[src/bitcp_pkg.sv]
// Shared types and constants for the bit range copy core.
// Used by bitcp_align and bit_range_copy_core; depends on nothing.
`timescale 1ns / 1ps
`default_nettype none

package bitcp_pkg;

  localparam int DEF_BITMAP_WORDS = 16;

  localparam int WORD_W     = 64;
  localparam int WIN_W      = 2 * WORD_W;
  localparam int DIGIT_W    = 16;
  localparam int DIGITS     = WORD_W / DIGIT_W;
  localparam int DIG_CNT_W  = $clog2(DIGITS);
  localparam int DIG_POS_W  = $clog2(DIGIT_W);
  localparam int SH_W       = $clog2(WORD_W);
  localparam int LEN_W      = 11;
  localparam int POS_W      = LEN_W + 1;
  localparam int WI_W       = POS_W - SH_W;
  localparam int SIDX_W     = WI_W + 1;
  localparam int IDX_W      = 4;
  localparam int OP_W       = 2;
  localparam int STATUS_W   = 2;
  localparam int IN_DATA_W  = 104;
  localparam int OUT_DATA_W = 72;
  localparam int CFG_IDX_W  = 1;

  localparam logic [CFG_IDX_W-1:0] REG_DEST_LEN = 1'b0;
  localparam logic [CFG_IDX_W-1:0] REG_SRC_LEN  = 1'b1;

  localparam logic [LEN_W-1:0] LEN_RESET = 11'd1024;

  typedef enum logic [OP_W-1:0] {
    OP_WR_SRC = 2'd0,
    OP_WR_DST = 2'd1,
    OP_RD_DST = 2'd2,
    OP_COPY   = 2'd3
  } op_t;

  typedef enum logic [STATUS_W-1:0] {
    ST_OK     = 2'd0,
    ST_WR_OOB = 2'd1,
    ST_RD_OOB = 2'd2
  } status_t;

  typedef enum logic [3:0] {
    S_CLEAR,
    S_IDLE,
    S_DECODE,
    S_RD_WAIT,
    S_CP_PLD,
    S_CP_LD,
    S_CP_DIG,
    S_CP_WR,
    S_DONE
  } state_t;

  typedef struct packed {
    logic load_lo;
    logic load_hi;
    logic shift;
  } dp_ctrl_t;

  typedef struct packed {
    logic [SH_W-1:0]  sh;
    logic [POS_W-1:0] first;
    logic [POS_W-1:0] stop;
  } geom_t;

endpackage

`default_nettype wire

[src/bitcp_ram.sv]
// Single write port, single registered read port word store.
// Depends on no package.
`timescale 1ns / 1ps
`default_nettype none

module bitcp_ram #(
  parameter int DEPTH  = 16,
  parameter int ADDR_W = 4,
  parameter int DATA_W = 64
) (
  input  wire logic              clk,
  input  wire logic              we,
  input  wire logic [ADDR_W-1:0] waddr,
  input  wire logic [DATA_W-1:0] wdata,
  input  wire logic [ADDR_W-1:0] raddr,
  output logic      [DATA_W-1:0] rdata
);

  logic [DATA_W-1:0] mem [DEPTH];
  logic [DATA_W-1:0] rdata_r;

  always_ff @(posedge clk) begin
    if (we) begin
      mem[waddr] <= wdata;
    end
    rdata_r <= mem[raddr];
  end

  assign rdata = rdata_r;

endmodule

`default_nettype wire

[src/bitcp_align.sv]
// Digit-serial align and merge datapath: source window and destination word shift registers.
// Depends on bitcp_pkg.
`timescale 1ns / 1ps
`default_nettype none

module bitcp_align (
  input  wire logic                               clk,
  input  wire bitcp_pkg::dp_ctrl_t                ctrl,
  input  wire bitcp_pkg::geom_t                   geom,
  input  wire logic [bitcp_pkg::WI_W-1:0]         wi,
  input  wire logic [bitcp_pkg::DIG_CNT_W-1:0]    dig,
  input  wire logic [bitcp_pkg::WORD_W-1:0]       src_word,
  input  wire logic [bitcp_pkg::WORD_W-1:0]       dst_word,
  output logic      [bitcp_pkg::WORD_W-1:0]       merged_word
);

  logic [bitcp_pkg::WIN_W-1:0]   win_r;
  logic [bitcp_pkg::WIN_W-1:0]   win_nxt;
  logic [bitcp_pkg::WORD_W-1:0]  dst_r;
  logic [bitcp_pkg::WORD_W-1:0]  dst_nxt;
  logic [bitcp_pkg::DIGIT_W-1:0] src_dig;
  logic [bitcp_pkg::DIGIT_W-1:0] mask;
  logic [bitcp_pkg::DIGIT_W-1:0] out_dig;
  logic [bitcp_pkg::POS_W-1:0]   pos_base;

  assign src_dig  = win_r[geom.sh +: bitcp_pkg::DIGIT_W];
  assign pos_base = {wi, dig, {bitcp_pkg::DIG_POS_W{1'b0}}};

  always_comb begin
    for (int j = 0; j < bitcp_pkg::DIGIT_W; j++) begin
      mask[j] = ((pos_base | bitcp_pkg::POS_W'(j)) >= geom.first) &&
                ((pos_base | bitcp_pkg::POS_W'(j)) < geom.stop);
    end
  end

  assign out_dig = (dst_r[bitcp_pkg::DIGIT_W-1:0] & ~mask) | (src_dig & mask);

  always_comb begin
    win_nxt = win_r;
    dst_nxt = dst_r;
    if (ctrl.load_lo) begin
      win_nxt = {{bitcp_pkg::WORD_W{1'b0}}, src_word};
    end else if (ctrl.load_hi) begin
      win_nxt = {src_word, win_r[bitcp_pkg::WORD_W-1:0]};
      dst_nxt = dst_word;
    end else if (ctrl.shift) begin
      win_nxt = win_r >> bitcp_pkg::DIGIT_W;
      dst_nxt = {out_dig, dst_r[bitcp_pkg::WORD_W-1:bitcp_pkg::DIGIT_W]};
    end
  end

  always_ff @(posedge clk) begin
    win_r <= win_nxt;
    dst_r <= dst_nxt;
  end

  assign merged_word = dst_r;

endmodule

`default_nettype wire

[src/bit_range_copy_core.sv]
// Top level of the bit range copy core: control sequencer, two word stores, output register.
// Depends on bitcp_pkg, bitcp_ram and bitcp_align.
`timescale 1ns / 1ps
`default_nettype none

// Usage:
//   in_*  : one operation per transaction; in_tuser carries the operation code.
//   out_* : exactly one result transaction per input transaction, in order.
//   cfg_* : length register writes, always ready; write only while the core is idle.
// A copy preloads the low source window word, then handles each destination word it
// touches in turn: a load step, four 16-bit digit shifts through the align shift
// registers and a write-back on the destination store.
// One operation is in flight at a time; the next transaction is taken as soon as
// the result sits in the output register, even while the receiver stalls it.
// A stalled result holds in the output register and the sequencer waits at
// completion until it is taken.
// Reset: rst_n is synchronous, active low. Both stores are then zeroed by a
// clearing pass over every word address, during which in_tready stays low;
// configuration writes are taken throughout.

module bit_range_copy_core #(
  parameter int BITMAP_WORDS = bitcp_pkg::DEF_BITMAP_WORDS
) (
  input  wire logic                                clk,
  input  wire logic                                rst_n,
  // tdata: word_index[3:0], word_value[67:4], copy_length[78:68],
  //        write_offset[89:79], read_offset[100:90], zero pad [103:101]
  input  wire logic [bitcp_pkg::IN_DATA_W-1:0]     in_tdata,
  // tuser: operation[1:0]
  input  wire logic [bitcp_pkg::OP_W-1:0]          in_tuser,
  input  wire logic                                in_tvalid,
  output logic                                     in_tready,
  // tdata: read_data[63:0], status[65:64], zero pad [71:66]
  output logic      [bitcp_pkg::OUT_DATA_W-1:0]    out_tdata,
  output logic                                     out_tvalid,
  input  wire logic                                out_tready,
  input  wire logic                                cfg_valid,
  output logic                                     cfg_ready,
  input  wire logic [bitcp_pkg::CFG_IDX_W-1:0]     cfg_index,
  input  wire logic [bitcp_pkg::LEN_W-1:0]         cfg_data
);

  localparam int ADDR_W   = (BITMAP_WORDS > 1) ? $clog2(BITMAP_WORDS) : 1;
  localparam int CAP_BITS = BITMAP_WORDS * bitcp_pkg::WORD_W;
  localparam int CAP_CLIP = (CAP_BITS > 2047) ? 2047 : CAP_BITS;
  localparam logic [bitcp_pkg::LEN_W-1:0] CAP_LEN = bitcp_pkg::LEN_W'(CAP_CLIP);
  localparam logic [ADDR_W-1:0] LAST_ADDR = ADDR_W'(BITMAP_WORDS - 1);

  bitcp_pkg::state_t state_r, state_nxt;

  logic [bitcp_pkg::LEN_W-1:0]      dlen_r, dlen_nxt;
  logic [bitcp_pkg::LEN_W-1:0]      slen_r, slen_nxt;
  logic [ADDR_W-1:0]                clr_addr_r, clr_addr_nxt;

  bitcp_pkg::op_t                   op_r;
  logic [bitcp_pkg::IDX_W-1:0]      idx_r;
  logic [bitcp_pkg::WORD_W-1:0]     val_r;
  logic [bitcp_pkg::LEN_W-1:0]      cnt_r;
  logic [bitcp_pkg::LEN_W-1:0]      woff_r;
  logic [bitcp_pkg::LEN_W-1:0]      roff_r;

  bitcp_pkg::geom_t                 geom_r, geom_nxt;
  logic [bitcp_pkg::WI_W-1:0]       wi_r, wi_nxt;
  logic [bitcp_pkg::WI_W-1:0]       last_wi_r, last_wi_nxt;
  logic [bitcp_pkg::SIDX_W-1:0]     sidx_r, sidx_nxt;
  logic [bitcp_pkg::DIG_CNT_W-1:0]  dig_r, dig_nxt;
  logic [bitcp_pkg::WORD_W-1:0]     res_data_r, res_data_nxt;
  bitcp_pkg::status_t               res_status_r, res_status_nxt;

  logic                             out_tvalid_r, out_tvalid_nxt;
  logic [bitcp_pkg::OUT_DATA_W-1:0] out_tdata_r, out_tdata_nxt;

  logic                             src_we, dst_we;
  logic [ADDR_W-1:0]                src_waddr, dst_waddr, src_raddr, dst_raddr;
  logic [bitcp_pkg::WORD_W-1:0]     src_wdata, dst_wdata, src_rdata, dst_rdata;
  logic [bitcp_pkg::WORD_W-1:0]     merged_word;
  bitcp_pkg::dp_ctrl_t              dp_ctrl;

  logic [bitcp_pkg::LEN_W-1:0]      dlen_eff, slen_eff;
  logic [bitcp_pkg::POS_W-1:0]      w_ext, r_ext, cnt_ext, stop, stop_m1, diff;
  logic [bitcp_pkg::SIDX_W-1:0]     sidx0;
  logic                             idx_ok, wr_oob, rd_oob, in_acc;

  assign cfg_ready = 1'b1;
  assign in_acc    = in_tvalid && in_tready;

  // copy geometry from the held transaction
  assign dlen_eff = (dlen_r > CAP_LEN) ? CAP_LEN : dlen_r;
  assign slen_eff = (slen_r > CAP_LEN) ? CAP_LEN : slen_r;
  assign w_ext    = {1'b0, woff_r};
  assign r_ext    = {1'b0, roff_r};
  assign cnt_ext  = {1'b0, cnt_r};
  assign stop     = w_ext + cnt_ext;
  assign stop_m1  = stop - bitcp_pkg::POS_W'(1);
  assign wr_oob   = stop > {1'b0, dlen_eff};
  assign rd_oob   = (r_ext + cnt_ext) > {1'b0, slen_eff};
  assign diff     = r_ext - w_ext;
  assign sidx0    = {diff[bitcp_pkg::POS_W-1], diff[bitcp_pkg::POS_W-1:bitcp_pkg::SH_W]} +
                    {1'b0, w_ext[bitcp_pkg::POS_W-1:bitcp_pkg::SH_W]};
  assign idx_ok   = int'(idx_r) < BITMAP_WORDS;

  always_comb begin
    dlen_nxt = dlen_r;
    slen_nxt = slen_r;
    if (cfg_valid && cfg_ready) begin
      case (cfg_index)
        bitcp_pkg::REG_DEST_LEN: dlen_nxt = cfg_data;
        bitcp_pkg::REG_SRC_LEN:  slen_nxt = cfg_data;
        default: ;
      endcase
    end
  end

  always_comb begin
    state_nxt      = state_r;
    clr_addr_nxt   = clr_addr_r;
    geom_nxt       = geom_r;
    wi_nxt         = wi_r;
    last_wi_nxt    = last_wi_r;
    sidx_nxt       = sidx_r;
    dig_nxt        = dig_r;
    res_data_nxt   = res_data_r;
    res_status_nxt = res_status_r;
    out_tvalid_nxt = out_tvalid_r && !out_tready;
    out_tdata_nxt  = out_tdata_r;
    in_tready      = 1'b0;
    src_we         = 1'b0;
    dst_we         = 1'b0;
    src_waddr      = ADDR_W'(idx_r);
    dst_waddr      = ADDR_W'(idx_r);
    src_wdata      = val_r;
    dst_wdata      = val_r;
    src_raddr      = ADDR_W'(sidx_r);
    dst_raddr      = ADDR_W'(wi_r);
    dp_ctrl        = '0;

    case (state_r)
      bitcp_pkg::S_CLEAR: begin
        src_we       = 1'b1;
        dst_we       = 1'b1;
        src_waddr    = clr_addr_r;
        dst_waddr    = clr_addr_r;
        src_wdata    = '0;
        dst_wdata    = '0;
        clr_addr_nxt = clr_addr_r + ADDR_W'(1);
        if (clr_addr_r == LAST_ADDR) begin
          state_nxt = bitcp_pkg::S_IDLE;
        end
      end
      bitcp_pkg::S_IDLE: begin
        in_tready = 1'b1;
        if (in_acc) begin
          state_nxt = bitcp_pkg::S_DECODE;
        end
      end
      bitcp_pkg::S_DECODE: begin
        res_data_nxt   = '0;
        res_status_nxt = bitcp_pkg::ST_OK;
        src_raddr      = ADDR_W'(sidx0);
        dst_raddr      = ADDR_W'(idx_r);
        state_nxt      = bitcp_pkg::S_DONE;
        case (op_r)
          bitcp_pkg::OP_WR_SRC: src_we = idx_ok;
          bitcp_pkg::OP_WR_DST: dst_we = idx_ok;
          bitcp_pkg::OP_RD_DST: begin
            if (idx_ok) begin
              state_nxt = bitcp_pkg::S_RD_WAIT;
            end
          end
          bitcp_pkg::OP_COPY: begin
            if (cnt_r == '0) begin
              res_status_nxt = bitcp_pkg::ST_OK;
            end else if (wr_oob) begin
              res_status_nxt = bitcp_pkg::ST_WR_OOB;
            end else if (rd_oob) begin
              res_status_nxt = bitcp_pkg::ST_RD_OOB;
            end else begin
              geom_nxt.sh    = diff[bitcp_pkg::SH_W-1:0];
              geom_nxt.first = w_ext;
              geom_nxt.stop  = stop;
              wi_nxt         = w_ext[bitcp_pkg::POS_W-1:bitcp_pkg::SH_W];
              last_wi_nxt    = stop_m1[bitcp_pkg::POS_W-1:bitcp_pkg::SH_W];
              sidx_nxt       = sidx0 + bitcp_pkg::SIDX_W'(1);
              state_nxt      = bitcp_pkg::S_CP_PLD;
            end
          end
          default: ;
        endcase
      end
      bitcp_pkg::S_RD_WAIT: begin
        res_data_nxt = dst_rdata;
        state_nxt    = bitcp_pkg::S_DONE;
      end
      bitcp_pkg::S_CP_PLD: begin
        dp_ctrl.load_lo = 1'b1;
        state_nxt       = bitcp_pkg::S_CP_LD;
      end
      bitcp_pkg::S_CP_LD: begin
        dp_ctrl.load_hi = 1'b1;
        dig_nxt         = '0;
        state_nxt       = bitcp_pkg::S_CP_DIG;
      end
      bitcp_pkg::S_CP_DIG: begin
        dp_ctrl.shift = 1'b1;
        dig_nxt       = dig_r + bitcp_pkg::DIG_CNT_W'(1);
        if (dig_r == bitcp_pkg::DIG_CNT_W'(bitcp_pkg::DIGITS - 1)) begin
          state_nxt = bitcp_pkg::S_CP_WR;
        end
      end
      bitcp_pkg::S_CP_WR: begin
        dst_we    = 1'b1;
        dst_waddr = ADDR_W'(wi_r);
        dst_wdata = merged_word;
        src_raddr = ADDR_W'(sidx_r + bitcp_pkg::SIDX_W'(1));
        dst_raddr = ADDR_W'(wi_r + bitcp_pkg::WI_W'(1));
        if (wi_r == last_wi_r) begin
          state_nxt = bitcp_pkg::S_DONE;
        end else begin
          wi_nxt    = wi_r + bitcp_pkg::WI_W'(1);
          sidx_nxt  = sidx_r + bitcp_pkg::SIDX_W'(1);
          state_nxt = bitcp_pkg::S_CP_LD;
        end
      end
      bitcp_pkg::S_DONE: begin
        if (!out_tvalid_r || out_tready) begin
          out_tvalid_nxt = 1'b1;
          out_tdata_nxt  = {{(bitcp_pkg::OUT_DATA_W - bitcp_pkg::WORD_W
                              - bitcp_pkg::STATUS_W){1'b0}},
                            res_status_r, res_data_r};
          state_nxt      = bitcp_pkg::S_IDLE;
        end
      end
      default: state_nxt = bitcp_pkg::S_IDLE;
    endcase
  end

  always_ff @(posedge clk) begin
    if (!rst_n) begin
      state_r      <= bitcp_pkg::S_CLEAR;
      clr_addr_r   <= '0;
      dlen_r       <= bitcp_pkg::LEN_RESET;
      slen_r       <= bitcp_pkg::LEN_RESET;
      out_tvalid_r <= 1'b0;
    end else begin
      state_r      <= state_nxt;
      clr_addr_r   <= clr_addr_nxt;
      dlen_r       <= dlen_nxt;
      slen_r       <= slen_nxt;
      out_tvalid_r <= out_tvalid_nxt;
    end
  end

  always_ff @(posedge clk) begin
    if (in_acc) begin
      op_r   <= bitcp_pkg::op_t'(in_tuser);
      idx_r  <= in_tdata[3:0];
      val_r  <= in_tdata[67:4];
      cnt_r  <= in_tdata[78:68];
      woff_r <= in_tdata[89:79];
      roff_r <= in_tdata[100:90];
    end
    geom_r       <= geom_nxt;
    wi_r         <= wi_nxt;
    last_wi_r    <= last_wi_nxt;
    sidx_r       <= sidx_nxt;
    dig_r        <= dig_nxt;
    res_data_r   <= res_data_nxt;
    res_status_r <= res_status_nxt;
    out_tdata_r  <= out_tdata_nxt;
  end

  assign out_tvalid = out_tvalid_r;
  assign out_tdata  = out_tdata_r;

  bitcp_ram #(
    .DEPTH  (BITMAP_WORDS),
    .ADDR_W (ADDR_W),
    .DATA_W (bitcp_pkg::WORD_W)
  ) u_src_ram (
    .clk   (clk),
    .we    (src_we),
    .waddr (src_waddr),
    .wdata (src_wdata),
    .raddr (src_raddr),
    .rdata (src_rdata)
  );

  bitcp_ram #(
    .DEPTH  (BITMAP_WORDS),
    .ADDR_W (ADDR_W),
    .DATA_W (bitcp_pkg::WORD_W)
  ) u_dst_ram (
    .clk   (clk),
    .we    (dst_we),
    .waddr (dst_waddr),
    .wdata (dst_wdata),
    .raddr (dst_raddr),
    .rdata (dst_rdata)
  );

  bitcp_align u_align (
    .clk         (clk),
    .ctrl        (dp_ctrl),
    .geom        (geom_r),
    .wi          (wi_r),
    .dig         (dig_r),
    .src_word    (src_rdata),
    .dst_word    (dst_rdata),
    .merged_word (merged_word)
  );

`ifndef ASSERT_OFF
  a_result_after_done: assert property (@(posedge clk) disable iff (!rst_n)
    $rose(out_tvalid) |-> $past(state_r == bitcp_pkg::S_DONE))
    else $error("result raised outside completion");

  a_copy_word_in_store: assert property (@(posedge clk) disable iff (!rst_n)
    (state_r == bitcp_pkg::S_CP_WR) |-> (int'(wi_r) < BITMAP_WORDS))
    else $error("copy writes past the destination store");

  a_copy_ends_at_last: assert property (@(posedge clk) disable iff (!rst_n)
    (state_r == bitcp_pkg::S_CP_WR && wi_r == last_wi_r) |=> (state_r == bitcp_pkg::S_DONE))
    else $error("copy did not finish at its last word");

  a_no_result_in_clear: assert property (@(posedge clk) disable iff (!rst_n)
    (state_r == bitcp_pkg::S_CLEAR) |-> (!out_tvalid_r && !in_tready))
    else $error("traffic during clearing pass");
`endif

endmodule

`default_nettype wire

[config.mk]
export PLATFORM = sky130hd
export DESIGN_NAME = bit_range_copy_core
export DESIGN_NICKNAME = d
export VERILOG_FILES = /design/src/bitcp_pkg.sv /design/src/bitcp_ram.sv /design/src/bitcp_align.sv /design/src/bit_range_copy_core.sv
export SDC_FILE = /design/constraint.sdc
export NUM_CORES = 2
export LEC_CHECK = 0
export BUFFER_PORTS_ARGS = -buffer_cell sky130_fd_sc_hd__buf_4
export CAP_MARGIN = 40
export CELL_PAD_IN_SITES_DETAIL_PLACEMENT = 0
export CELL_PAD_IN_SITES_GLOBAL_PLACEMENT = 1
export CORE_ASPECT_RATIO = 0.7
export CORE_MARGIN = 2
export CORE_UTILIZATION = 30
export CTS_CLUSTER_SIZE = 28
export DETAILED_ROUTE_END_ITERATION = 6
export PLACE_DENSITY_LB_ADDON = 0.1
export SETUP_SLACK_MARGIN = 0.05
export SYNTH_ARGS = -nofsm -noshare
export SYNTH_HDL_FRONTEND = slang
export SYNTH_HIERARCHICAL = 1
export SYNTH_SLANG_ARGS = --single-unit
[constraint.sdc]
create_clock -name clk -period 8.2 [get_ports clk]
set_input_delay 2.05 -clock clk [delete_from_list [all_inputs] [get_ports clk]]
set_output_delay 2.05 -clock clk [all_outputs]
set_load 0.05 [all_outputs]
==> results.md <==
- Outcome: finished, final reports clean
- Total gr overflow: 0
- Number of synthesized flops with an enable pin: 2,458
- FF+latch area: 78,300 sq um
- Fin crit share: 65.7%
- Total CTS buffers: 292
- Post-DR vias/cell: 5.11
- Yosys reg bits: 2,681
- Area leader, netlist: edfxtp_1
- Post-CTS Setup Bufs: 0
- Critical path start-end classification: reg -> reg
- Wirelength per Cell: 31.1 um
- Cell Area, Synth: 106,000 sq um
- Starting Density: 30.2%
- Power Density: 229 nW/um^2
- Clk buf depth: 4
- H-tree Lvls: 5
- Die X: 716 um
- CTS tree: done
- Hold buffer count at cts: 0
- DR DRC count: 0
- Ys async rst share: 0%
- Max IR drop VDD: 0.000139 V
- Final setup TNS: 0 ns
- WHS: 0.408 ns
- Drt total wl: 341,000 um
- Crit path time final: 5.39 ns
- R2r startpoint: woff_r[1]
- CTS sink cnt: 2,681
- Clock slew at reported path FFs: 0.06 ns
- Worst-Skew Late Latency: 0.90 ns
- Synth Area in XOR/XNOR: 0.353%
- Core footprint: 352,000 sq um
- 1st-pass router iterations: 5
- Max_slew headroom: 36.8%
- Crit path from: woff_r[1]
- Final nets: 6,233
- Routed Antenna Nets: 0
- Die H: 502 um
- Clk root buf: clkbuf_16
- Share of layout cells above drive strength 1: 26.2%
- Yosys cell types: 89
- Lkg Pwr: 42.0 nW
- Cells after Synth: 5,637
- CP startpoint kind: flop
- Multi-input gate area: 26,800 sq um
- Post-CTS sizing: 0
- FILL cells: 32,900
- Top cell type's share of synthesized area: 69.3%
- HP Class: reg -> reg
- Hpwl dp: 210,000 um
- Setup-failing EPs final: 0
- Vias in the first global route: 56,100
- HP Start: res_data_r[7]
- Most frequent cells in the layout: 2,458 x edfxtp_1, 590 x mux4_2, 428 x nand2_1
- Gr usage total: 18.6%
- Actual slew at the worst max-slew pin: 0.941 ns
- Dominant cells by area after synthesis: edfxtp_1 69%, mux4_2 12%, dfxtp_1 4.2%, a22oi_1 1.8%, nand2_1 1.5%
- Gpl congestion: 0.805
- Die area: 360,000 sq um
- Post-synthesis compound-gate area fraction: 4.23%
- Synth Area in Simple Gates: 4.16%
- Syn Area/Cell: 18.9 sq um
- IO Port Bufs: 187
- Max Clk Rate: 0.186 GHz
- Adder-cell share of the synthesized area: 1.00%
- Most common cell after layout, fill and taps aside: edfxtp_1
- Vias: 56,000
- Slew Viols, Final: 0
- RSZ-0062 raised after global routing: false
- First-pass GRT wire length: 467,000 um
- Area Overhead vs Synth: 16.7%
- Cell row count: 182
- DR iter-0 viols: 5,529
- CP Capture Type: flop
- Clock Skews: 0.0548 ns
- Largest net degree at the start of global routing: 146
- Post-synthesis mux area share: 15.0%
- Combinational family with the most area after synthesis: multiplexers
- Critical Path RT: 8.77 ns
- Post-synth top flop: edfxtp_1
- Synth warnings: 6
- Antenna violations before repair: 46
- Fin. Hold Viols: 0
- Register area share after synthesis: 73.5%
- Arrival @ worst endpoint: 5.96 ns
- Critical path peak fanout: 7
- I/O pin total: 198
- Max Cap Viol: 0
[cell type report]
type,count,share of cell area [%]
sequential,2681,63.0
inverter,66,0.199
clock inverter,102,0.822
clock buffer,416,6.52
tap,4692,4.73
antenna,16,0.0322
timing repair buffer,410,3.13
multi-input combinational,2576,21.6
[power by group]
part	total, mW	switching [mW]	internal (mW)	leakage [nW]
clock network	12.9	5.50	7.35	4.44
registers	15.1	0.0664	15.0	25.5
logic	0.502	0.341	0.160	12.0
[cells in the mapped netlist, drive strengths merged (18+ instances only)]
master and instances:
edfxtp 2458, mux4 593, nand2 429, a22oi 262
dfxtp 223, nor2 198, clkbuf 189, mux2 135
buf 131, o21ai 112, a21oi 110, mux2i 107
nor2b 84, ha 79, and2 77, inv 66
nor3 36, nand3 31, xnor2 25, a21boi 23
nor3b 21, a21o 18
[registers in the layout, summed over array words and instances, names as in the netlist, 4 cells and up]
name	cells
u_align/win_r	128
last_wi_r	6
u_dst_ram/mem	1024
idx_r	4
u_dst_ram/rdata	64
slen_r	11
wi_r	6
u_src_ram/mem	1024
u_src_ram/rdata	64
res_data_r	64
cnt_r	11
roff_r	11
woff_r	11
clr_addr_r	4
sidx_r	4
state_r	4
dlen_r	11
val_r	64
geom_r	29
out_tdata	66
u_align/merged_word	64
[metal layers]
| layer | GRT usage [%] | vias up | share of wire (%) |
|---|---|---|---|
| li1 | - | 23600 | - |
| met1 | 29.3 | 30400 | 50 |
| met2 | 27.0 | 1674 | 42 |
| met3 | 3.34 | 337 | 6.3 |
| met4 | 3.42 | 0 | 1.7 |
| met5 | 0 | - | 0 |
[stage by stage]
stage	total power [mW]	instance area (sq um)	cells	setup slack [ns]	utilization, %
CTS	28.8	124000	10900	2.70	35.3
detailed placement	15.9	115000	10400	2.72	32.7
floorplan	15.6	106000	5643	1.09	-
finish	28.4	124000	11000	2.81	35.3
global route	29.4	124000	10900	2.28	35.3
global placement	15.8	114000	10400	2.82	32.4
[critical path: stages (launching register included)]
cell	delay, ns
edfxtp_1	0.56
inv_1	0.15
fa_1	0.47
nor2b_1	0.23
o21bai_1	0.17
nor3b_1	0.20
a311oi_2	0.67
ha_1	0.37
a2111oi_0	0.40
o21ai_0	0.13
o21ai_0	0.43
nand3_1	0.35
o31ai_1	0.65
buf_4	0.28
[worst paths after layout]
path,cells after the start,slack (ns),to
setup reg to reg,13,2.81,wi_r[2]
setup / recovery,13,2.81,wi_r[2]
hold / removal,0,0.41,out_tdata[7]
hold reg to reg,0,0.41,out_tdata[7]
[logic make-up (layout without fill, tap and decap cells)]
family	count (synthesis)	after routing
AO/OA/AOI/OAI	653	653
XOR/XNOR	42	42
adder cells (fa/ha/maj)	83	83
buffers and inverters	386	994
flip-flops	2681	2681
multiplexers	835	835
other	2	24
AND/OR/NAND/NOR	955	955
Note: power is estimated with default switching activity, not from simulation.
